### config.mk
export PLATFORM = sky130hd
export DESIGN_NAME = sorted_list_table_unit
export DESIGN_NICKNAME = d
export VERILOG_FILES = /design/src/sv/slt_pkg.sv /design/src/sv/slt_ram.sv /design/src/sv/slt_datapath.sv /design/src/sv/slt_controller.sv /design/src/sv/sorted_list_table_unit.sv
export SDC_FILE = /design/constraint.sdc
export NUM_CORES = 1
export LEC_CHECK = 0
export ABC_AREA = 1
export ABC_CLOCK_PERIOD_IN_PS = 7800
export CAP_MARGIN = 20
export CORE_UTILIZATION = 25
export DETAILED_ROUTE_END_ITERATION = 8
export DONT_BUFFER_PORTS = 1
export PLACE_DENSITY = 0.44
export SYNTH_ARGS = -nofsm -noshare
export SYNTH_HDL_FRONTEND = slang
export SYNTH_SLANG_ARGS = --single-unit
### constraint.sdc
create_clock -name aclk -period 7.8 [get_ports aclk]
set_input_delay 0.39 -clock aclk [delete_from_list [all_inputs] [get_ports aclk]]
set_output_delay 0.39 -clock aclk [all_outputs]
set_load 0.01 [all_outputs]
### src/sv/slt_pkg.sv
// Package for the sorted list table: beat payload types, operation and status codes,
// and the command and flag structs that join the controller and the datapath.
// It has no dependencies.
`default_nettype none

package slt_pkg;

    localparam int KIND_W = 2;
    localparam int VALUE_W = 32;
    localparam int STATUS_W = 2;
    localparam int ENTRY_COUNT_W = 5;

    localparam logic [KIND_W-1:0] KIND_INSERT = 2'd0;
    localparam logic [KIND_W-1:0] KIND_REMOVE = 2'd1;
    localparam logic [KIND_W-1:0] KIND_LOOKUP = 2'd2;

    localparam logic [STATUS_W-1:0] STATUS_OK = 2'd0;
    localparam logic [STATUS_W-1:0] STATUS_MISSING = 2'd1;
    localparam logic [STATUS_W-1:0] STATUS_FULL = 2'd2;

    typedef struct packed {
        logic [KIND_W-1:0]         kind;
        logic signed [VALUE_W-1:0] value;
    } req_t;

    typedef struct packed {
        logic [STATUS_W-1:0]      status;
        logic [ENTRY_COUNT_W-1:0] entry_count;
    } rsp_t;

    typedef enum logic [1:0] {
        IDX_HOLD,
        IDX_TOP,
        IDX_ZERO,
        IDX_STEP
    } idx_op_t;

    typedef enum logic [1:0] {
        CNT_HOLD,
        CNT_INC,
        CNT_DEC
    } cnt_op_t;

    typedef enum logic [1:0] {
        WADDR_UP,
        WADDR_DOWN,
        WADDR_ZERO
    } waddr_sel_t;

    typedef struct packed {
        logic                capture;
        idx_op_t             idx_op;
        logic                idx_down;
        logic                wr_en;
        waddr_sel_t          waddr_sel;
        logic                wdata_value;
        logic                set_found;
        logic                clr_found;
        cnt_op_t             cnt_op;
        logic                load_out;
        logic [STATUS_W-1:0] out_status;
    } cmd_t;

    typedef struct packed {
        logic [KIND_W-1:0] kind;
        logic              full;
        logic              empty;
        logic              hit;
        logic              ge;
        logic              first;
        logic              last;
        logic              found;
    } flags_t;

endpackage

`default_nettype wire

### src/sv/slt_ram.sv
// Generic single-port-write, single-port-read RAM with a registered read.
// It has no dependencies.
`default_nettype none

module slt_ram #(
    parameter int WIDTH = 32,
    parameter int DEPTH = 16
) (
    input  wire logic                     aclk,
    input  wire logic                     we,
    input  wire logic [$clog2(DEPTH)-1:0] waddr,
    input  wire logic [WIDTH-1:0]         wdata,
    input  wire logic [$clog2(DEPTH)-1:0] raddr,
    output logic [WIDTH-1:0]              rdata
);

    logic [WIDTH-1:0] mem [DEPTH];

    always_ff @(posedge aclk) begin
        if (we) begin
            mem[waddr] <= wdata;
        end
        rdata <= mem[raddr];
    end

endmodule

`default_nettype wire

### src/sv/slt_datapath.sv
// Datapath of the sorted list table: request and result registers, scan index,
// entry count, found flag and the entry RAM. Depends on slt_pkg and slt_ram.
`default_nettype none

module slt_datapath #(
    parameter int CAPACITY = 16
) (
    input  wire logic          aclk,
    input  wire logic          aresetn,
    input  wire slt_pkg::req_t s_req,
    input  wire slt_pkg::cmd_t cmd,
    output slt_pkg::flags_t    flags,
    output slt_pkg::rsp_t      m_rsp
);

    import slt_pkg::*;

    localparam int CNT_W = $clog2(CAPACITY + 1);
    localparam int AW = $clog2(CAPACITY);

    req_t             req_reg;
    rsp_t             rsp_reg;
    logic [CNT_W-1:0] idx_reg, idx_next;
    logic [CNT_W-1:0] count_reg, count_next;
    logic             found_reg, found_next;
    logic [CNT_W-1:0] count_less_one;
    logic [CNT_W-1:0] idx_up;
    logic [CNT_W-1:0] idx_down;
    logic [AW-1:0]    waddr;
    logic [VALUE_W-1:0] wdata;
    logic [VALUE_W-1:0] rdata;

    assign count_less_one = count_reg - CNT_W'(1);
    assign idx_up = idx_reg + CNT_W'(1);
    assign idx_down = idx_reg - CNT_W'(1);

    always_comb begin
        case (cmd.waddr_sel)
            WADDR_UP:   waddr = idx_up[AW-1:0];
            WADDR_DOWN: waddr = idx_down[AW-1:0];
            default:    waddr = '0;
        endcase
        wdata = cmd.wdata_value ? req_reg.value : rdata;
    end

    slt_ram #(
        .WIDTH(VALUE_W),
        .DEPTH(CAPACITY)
    ) u_ram (
        .aclk  (aclk),
        .we    (cmd.wr_en),
        .waddr (waddr),
        .wdata (wdata),
        .raddr (idx_reg[AW-1:0]),
        .rdata (rdata)
    );

    always_comb begin
        case (cmd.idx_op)
            IDX_TOP:  idx_next = count_less_one;
            IDX_ZERO: idx_next = '0;
            IDX_STEP: idx_next = cmd.idx_down ? idx_down : idx_up;
            default:  idx_next = idx_reg;
        endcase
        case (cmd.cnt_op)
            CNT_INC: count_next = count_reg + CNT_W'(1);
            CNT_DEC: count_next = count_less_one;
            default: count_next = count_reg;
        endcase
        found_next = found_reg;
        if (cmd.clr_found) begin
            found_next = 1'b0;
        end else if (cmd.set_found) begin
            found_next = 1'b1;
        end
    end

    always_ff @(posedge aclk) begin
        if (!aresetn) begin
            count_reg <= '0;
            found_reg <= 1'b0;
            idx_reg <= '0;
        end else begin
            count_reg <= count_next;
            found_reg <= found_next;
            idx_reg <= idx_next;
        end
        if (cmd.capture) begin
            req_reg <= s_req;
        end
        if (cmd.load_out) begin
            rsp_reg.status <= cmd.out_status;
            rsp_reg.entry_count <= ENTRY_COUNT_W'(count_reg);
        end
    end

    always_comb begin
        flags.kind = req_reg.kind;
        flags.full = (count_reg == CNT_W'(CAPACITY));
        flags.empty = (count_reg == '0);
        flags.hit = (rdata == req_reg.value);
        flags.ge = ($signed(rdata) >= $signed(req_reg.value));
        flags.first = (idx_reg == '0);
        flags.last = (idx_reg == count_less_one);
        flags.found = found_reg;
    end

    assign m_rsp = rsp_reg;

endmodule

`default_nettype wire

### src/sv/slt_controller.sv
// Controller of the sorted list table: sequences the entry scan for each request
// and owns both handshakes. Depends on slt_pkg.
`default_nettype none

module slt_controller (
    input  wire logic            aclk,
    input  wire logic            aresetn,
    input  wire logic            s_valid,
    output logic                 s_ready,
    output logic                 m_valid,
    input  wire logic            m_ready,
    input  wire slt_pkg::flags_t flags,
    output slt_pkg::cmd_t        cmd
);

    import slt_pkg::*;

    typedef enum logic [2:0] {
        ST_IDLE,
        ST_START,
        ST_READ,
        ST_CMP,
        ST_PUT,
        ST_DONE
    } state_t;

    state_t              state_reg, state_next;
    logic [STATUS_W-1:0] status_reg, status_next;
    logic                m_valid_reg, m_valid_next;

    always_comb begin
        state_next = state_reg;
        status_next = status_reg;
        m_valid_next = m_valid_reg && !m_ready;
        cmd = '{
            capture: 1'b0, idx_op: IDX_HOLD, idx_down: 1'b0, wr_en: 1'b0,
            waddr_sel: WADDR_UP, wdata_value: 1'b0, set_found: 1'b0,
            clr_found: 1'b0, cnt_op: CNT_HOLD, load_out: 1'b0, out_status: status_reg
        };
        unique case (state_reg)
            ST_IDLE: begin
                if (s_valid) begin
                    cmd.capture = 1'b1;
                    state_next = ST_START;
                end
            end
            ST_START: begin
                case (flags.kind) inside
                    KIND_INSERT: begin
                        if (flags.full) begin
                            status_next = STATUS_FULL;
                            state_next = ST_DONE;
                        end else if (flags.empty) begin
                            cmd.wr_en = 1'b1;
                            cmd.waddr_sel = WADDR_ZERO;
                            cmd.wdata_value = 1'b1;
                            cmd.cnt_op = CNT_INC;
                            status_next = STATUS_OK;
                            state_next = ST_DONE;
                        end else begin
                            cmd.idx_op = IDX_TOP;
                            state_next = ST_READ;
                        end
                    end
                    KIND_REMOVE, KIND_LOOKUP: begin
                        if (flags.empty) begin
                            status_next = STATUS_MISSING;
                            state_next = ST_DONE;
                        end else begin
                            cmd.idx_op = IDX_ZERO;
                            cmd.clr_found = 1'b1;
                            state_next = ST_READ;
                        end
                    end
                    default: begin
                        status_next = STATUS_MISSING;
                        state_next = ST_DONE;
                    end
                endcase
            end
            ST_READ: begin
                state_next = ST_CMP;
            end
            ST_CMP: begin
                case (flags.kind)
                    KIND_INSERT: begin
                        cmd.wr_en = 1'b1;
                        cmd.waddr_sel = WADDR_UP;
                        if (flags.ge) begin
                            if (flags.first) begin
                                state_next = ST_PUT;
                            end else begin
                                cmd.idx_op = IDX_STEP;
                                cmd.idx_down = 1'b1;
                                state_next = ST_READ;
                            end
                        end else begin
                            cmd.wdata_value = 1'b1;
                            cmd.cnt_op = CNT_INC;
                            status_next = STATUS_OK;
                            state_next = ST_DONE;
                        end
                    end
                    KIND_REMOVE: begin
                        if (flags.found) begin
                            cmd.wr_en = 1'b1;
                            cmd.waddr_sel = WADDR_DOWN;
                        end else if (flags.hit) begin
                            cmd.set_found = 1'b1;
                        end
                        if (flags.last) begin
                            if (flags.found || flags.hit) begin
                                cmd.cnt_op = CNT_DEC;
                                status_next = STATUS_OK;
                            end else begin
                                status_next = STATUS_MISSING;
                            end
                            state_next = ST_DONE;
                        end else begin
                            cmd.idx_op = IDX_STEP;
                            state_next = ST_READ;
                        end
                    end
                    default: begin
                        if (flags.hit) begin
                            status_next = STATUS_OK;
                            state_next = ST_DONE;
                        end else if (flags.last) begin
                            status_next = STATUS_MISSING;
                            state_next = ST_DONE;
                        end else begin
                            cmd.idx_op = IDX_STEP;
                            state_next = ST_READ;
                        end
                    end
                endcase
            end
            ST_PUT: begin
                cmd.wr_en = 1'b1;
                cmd.waddr_sel = WADDR_ZERO;
                cmd.wdata_value = 1'b1;
                cmd.cnt_op = CNT_INC;
                status_next = STATUS_OK;
                state_next = ST_DONE;
            end
            ST_DONE: begin
                if (!m_valid_reg || m_ready) begin
                    cmd.load_out = 1'b1;
                    m_valid_next = 1'b1;
                    state_next = ST_IDLE;
                end
            end
            default: begin
                state_next = ST_IDLE;
            end
        endcase
    end

    always_ff @(posedge aclk) begin
        if (!aresetn) begin
            state_reg <= ST_IDLE;
            status_reg <= STATUS_OK;
            m_valid_reg <= 1'b0;
        end else begin
            state_reg <= state_next;
            status_reg <= status_next;
            m_valid_reg <= m_valid_next;
        end
    end

    assign s_ready = (state_reg == ST_IDLE);
    assign m_valid = m_valid_reg;

endmodule

`default_nettype wire

### src/sv/sorted_list_table_unit.sv
// Top level of the sorted list table: joins the controller and the datapath.
// Depends on slt_pkg, slt_controller and slt_datapath.
//
// The unit keeps up to CAPACITY signed 32-bit entries in ascending order in a RAM and
// serves one request at a time: insert, remove or lookup, each answered by one result
// beat with a status and the entry count. A request walks the stored entries through
// the single read port of the RAM one entry at a time, first addressing the entry and
// then comparing it and writing back. An insert scans down from the top entry, a
// remove or lookup scans up from entry zero, and a lookup stops at the first match. A
// finished result waits in an output register, and the next request is taken while it
// waits.
`default_nettype none

module sorted_list_table_unit #(
    parameter int CAPACITY = 16
) (
    input  wire logic          aclk,
    input  wire logic          aresetn,
    input  wire logic          s_valid,
    output logic               s_ready,
    input  wire slt_pkg::req_t s_req,
    output logic               m_valid,
    input  wire logic          m_ready,
    output slt_pkg::rsp_t      m_rsp
);

    import slt_pkg::*;

    cmd_t   cmd;
    flags_t flags;

    slt_controller u_ctrl (
        .aclk    (aclk),
        .aresetn (aresetn),
        .s_valid (s_valid),
        .s_ready (s_ready),
        .m_valid (m_valid),
        .m_ready (m_ready),
        .flags   (flags),
        .cmd     (cmd)
    );

    slt_datapath #(
        .CAPACITY(CAPACITY)
    ) u_dp (
        .aclk    (aclk),
        .aresetn (aresetn),
        .s_req   (s_req),
        .cmd     (cmd),
        .flags   (flags),
        .m_rsp   (m_rsp)
    );

endmodule

`default_nettype wire
Word-level counts from Yosys, hierarchy flattened
Memory sizes are Yosys's and may differ from the RTL's. A register that Yosys moved wholly into a read port is not among the register bits.
Cells that the tools add are included.
Cells by class
  $lt $le $gt $ge: 1
  reduce and logical (&&, ||, !) cells: 17
  muxes and demuxes: 74
  $add $sub $neg: 4
  eq/ne operators: 23
  bitwise operators: 1
Operators by type and width (number)
  3-bit 2-to-1 mux: 13
  2-bit 2-to-1 mux: 19
  32-bit == test: 1
  32-bit >= comparator: 1
  32-bit 2-to-1 mux: 1
  1-bit 2-to-1 mux: 24
  3-bit one-hot mux with 6 select lines: 1
  2-bit one-hot mux with 2 select lines: 4
  5-bit one-hot mux with 3 select lines: 1
  4-bit 2-to-1 mux: 3
  2-bit one-hot mux with 3 select lines: 2
  3-bit one-hot mux with 2 select lines: 2
  4-bit one-hot mux with 3 select lines: 1
  5-bit by 1-bit adder with 5-bit output, second input constant: 2
  5-bit zero test: 2
  5-bit one-hot mux with 2 select lines: 1
  5-bit by 1-bit subtractor with 5-bit output, second input constant: 2
  2-bit by 1-bit == test with 1-bit output, second input constant: 4
  2-bit == test, second input constant: 4
  4-bit one-hot mux with 2 select lines: 1
  3-bit by 2-bit == test with 1-bit output, second input constant: 2
  3-bit == test, second input constant: 2
  3-bit inequality test, second input constant: 2
  6-bit AND reduction: 1
  other kinds (19): 24
Word-level totals
  bits in registers: 58
  bits of input ports: 38
  memories: 1
  memory bits (writable): 512
Memory list
  u_dp.u_ram.mem: words 16, bits a word 32, read ports 1, clocked after memory_dff 1, wr ports 1, RTL line slt_ram.sv:17  | logic [WIDTH-1:0] mem [DEPTH];

Logic depth before layout (Yosys ltp)
  word-level depth: 8
  gate-level depth with buffers: 26

Modules after synthesis
A second synthesis with hierarchy kept.
Unflattened totals
  cells, all modules: 2634
  area, all modules: 26721.9 um^2
Modules (own cells, without submodules)
  slt_ram: cells an instance 2120, area each 22730.6 um^2, times used 1, seq. area each 16015.4 um^2
  slt_datapath: cells an instance 392, area each 3343.2 um^2, times used 1, seq. area each 1451.4 um^2
  slt_controller: cells an instance 122, area each 648.1 um^2, times used 1, seq. area each 120.1 um^2

Worst setup path before layout
Ideal clock, no wire load.
  kind: flip-flop to flip-flop
  from: register u_dp.idx_reg[0]
  to: memory u_dp.u_ram.mem[10][0] (enable)
  path slack: 4208 ps
  arrival time: 3171 ps
  period minus slack after synthesis: 3592 ps
  required time: 7379 ps
  library setup time: 421 ps
  cell stages (with the launch flop): 11
  path buffers: 3
  cell sequence: dfxtp_1 buf_2 inv_2 clkbuf_1 clkbuf_1 ha_1 inv_1 nand2_1 o21ai_1 nand3_1 nor2_1
On the way
  longest elaborated chain between the ends: 2
Ends and longest elaborated chain
  from (decl): RTL line slt_datapath.sv:23  | logic [CNT_W-1:0] idx_reg, idx_next;
  from (signal assigned): RTL line slt_datapath.sv:86  | idx_reg <= idx_next;
  5-bit by 1-bit subtractor with 5-bit output or 5-bit by 1-bit adder with 5-bit output (tied branches): RTL line slt_datapath.sv:35, slt_datapath.sv:34
  4-bit one-hot mux with 2 select lines *: RTL line slt_datapath.sv:38  | case (cmd.waddr_sel)
  to (decl): RTL line slt_ram.sv:17
Every way passes the cells marked *; elsewhere a longest branch is shown, timed or not.

Worst setup path in the final report
  from: register u_dp.idx_reg[1]
  to: memory u_dp.u_ram.mem[3][23] (enable)
Same word-level chain as after synthesis.

==> run metrics <==
drt pass-1 iters=5; worst slack, placed=3100 ps; Core Area=0.0967 sq mm; sequential fraction of the synthesis area=71.9%; post-synth net total=between 2000 and 2500; CP required=8020 ps; Site Rows=114; CTS H-tree depth=3; CTS tree=done; clock skew=roughly 27 ps; total gr overflow=0; most frequent cells in the layout=553 x edfxtp_1, 286 x nor2_1, 272 x o21ai_0, 163 x nand2_1, 84 x inv_1; Worst Setup End Kind=flop; placed instance area=between 0.02 and 0.03 sq mm; worst hold-check slack=74.5 ps; gpl congestion=~0.77; Worst Setup SP=u_dp.idx_reg[1]; ys async rst share=0%; Final ANT Viol Nets=0; largest net degree at the start of global routing=102; Final period util=about three fifths; Cell Pwr Density=370 mW/mm^2; number of hold violations in the final report=0; layout cell share with drive strength beyond 1=between 10% and 20%; Max Fclk=213 MHz; first-pass GRT wire length=103000 um; Worst Slack Setup Final=between 3000 and 4000 ps; TritonCTS buffer count=66; Setup TNS Final=0 ps; post-detail-place hpwl=36800 um; synth warn=0; post-synth top area cell=edfxtp_1; Synth Register Bits=between 600 and 700; Largest register FFs=512; DRC Markers=0; overall die area=between 0.09 and 0.1 sq mm; RSZ-0062 raised after global routing=no; Final setup viols=0; first-iteration detailed-routing DRC count=between 1000 and 1500; max-cap viol count=0; Top FF cell, synth=edfxtp_1; worst slew pin tran=around 1100 ps; Die X=~310 um; Antenna Cells=0; initial core utilization=around a quarter; antenna violations before repair=1; fin. max-slew vios=0; I/O pins=47; Tmin final=about 4700 ps; fill count=between 9000 and 10000; PostCTS Resize Cnt=0; LEAKAGE=between 9 and 10 nW; CTS clk-pin slew, worst paths=roughly 60 ps; Synth cell types=45; relative slew slack=between 20% and 30%; outcome=completed; FF/Latch Area=around 0.018 sq mm; final-stage net count=slightly above 2000; Clock Root Buffer=clkbuf_16; share of the synthesized area in the top cell type=between 60 and 70%; GRT Total Usage=14.0%; Routed WL per cell=21.2 um; commonest non-fill, non-tap cell in the layout=edfxtp_1; port bufs=0; vias in the first global route=approximately 15000; RR Endpoint=u_dp.u_ram.mem[3][23]; CP arrival=approximately 4900 ps; number of flops mapped to enable cells by yosys=approximately 550; Worst Setup EP=u_dp.u_ram.mem[3][23]; post-CTS setup buffer count=0; min-delay worst type=input pin to flop; final core utilization=29.4%; top post-synthesis cells by area=edfxtp_1 68%, o21ai_0 5.6%, nor2_1 4.7%; Layout area overhead=16.2%; Die Y=315 um; syn_area_per_cell=12.6 sq um; Post-Route WL=69700 um; Crit Path Max Fanout=50; critical path type=flop to flop; FF-to-FF setup slack=3110 ps; multi-input logic area=about 0.0062 sq mm; Post-Synthesis Cells=1934; startpoint types=flop; Sink Count=approximately 600; Critical R2R Launch=u_dp.idx_reg[1]; CTS max path bufs=3; # hold bufs at CTS=36; worst r2r path cells=8; synthesized cell area=0.0244 sq mm; VDD IR max=~170 uV; vias post-DR=about 15000; DR vias/cell=~4.7; post-route cell area=0.0284 sq mm; clock latency on the worst-skew pair=610 ps
[cells by family (layout without fill, tap and decap cells)]
family / after synthesis / count (layout) / share of synthesized area, %
buffers and inverters: 199 / 273 / 3.29
AND/OR/NAND/NOR: 591 / 591 / 10.2
flip-flops: 602 / 602 / 71.9
XOR/XNOR: 11 / 11 / 0.486
adder cells (fa/ha/maj): 40 / 40 / 2.05
AO/OA/AOI/OAI: 491 / 491 / 12.0
[routing by layer]
| layer | up-vias | GRT usage, % | wire, um |
|---|---|---|---|
| li1 | 7135 | - | - |
| met1 | 7847 | 20.2 | 33700 |
| met2 | 366 | 21.9 | 31600 |
| met3 | 97 | 2.22 | 2950 |
| met4 | 2 | 3.77 | 1440 |
| met5 | - | 0 | 13 |
[stage by stage]
stage          cells  total power [mW]
2_1_floorplan   1934              6.51
3_3_place_gp    3129              7.46
3_5_place_dp    3129              7.50
4_1_cts         3284              10.6
5_1_grt         3284              11.0
6_report        3284              10.5
[final cells by class]
type                    count  share of cell area (%)
multi-input cells        1133                    21.8
well taps                1276                    5.62
flip-flops and latches    602                    61.9
inverters                  89                    1.22
clock buffers              83                    6.22
repair buffers             65                    2.03
clock inverters            36                    1.16
[power breakdown]
part	leakage, nW	internal (mW)	switching (mW)
Clock	1.04	1.81	1.28
Combinational	3.12	0.603	2.06
Sequential	5.41	4.61	0.159
[worst max-delay path: stages, from the launching register on]
cell      delay [ps]
dfxtp_4          790
clkinv_2         880
ha_1             630
inv_1            110
nand2_1           60
o21ai_1          180
nand2_1          300
nor2_4           630
buf_4            580
[cell usage after synthesis (10+ instances only)]
| library cell | n |
|---|---|
| o211ai_1 | 17 |
| o21ai_2 | 31 |
| dfxtp_1 | 49 |
| clkbuf_1 | 88 |
| a21oi_1 | 28 |
| nor2_1 | 304 |
| ha_1 | 40 |
| buf_1 | 10 |
| o221ai_1 | 50 |
| nand2_2 | 28 |
| o22ai_1 | 81 |
| edfxtp_1 | 553 |
| inv_1 | 85 |
| o21ai_0 | 273 |
| nand3_1 | 68 |
| nand2_1 | 163 |
[worst min-delay path by stage]
| stage | to | slack (ps) | startpoint | depth (start not counted) |
|---|---|---|---|---|
| after floorplan | u_dp.m_rsp[5] | 410 | u_ctrl.status_reg[0] | 0 |
| after global placement | u_dp.m_rsp[6] | 430 | u_ctrl.status_reg[1] | 0 |
| after detailed placement | u_dp.m_rsp[6] | 420 | u_ctrl.status_reg[1] | 0 |
| after CTS | u_dp.idx_reg[4] | 60 | aresetn | 2 |
| after global routing | u_ctrl.state_reg[0] | 70 | aresetn | 2 |
| final | u_ctrl.state_reg[0] | 70 | aresetn | 2 |
(Power assumes the default switching activity.)
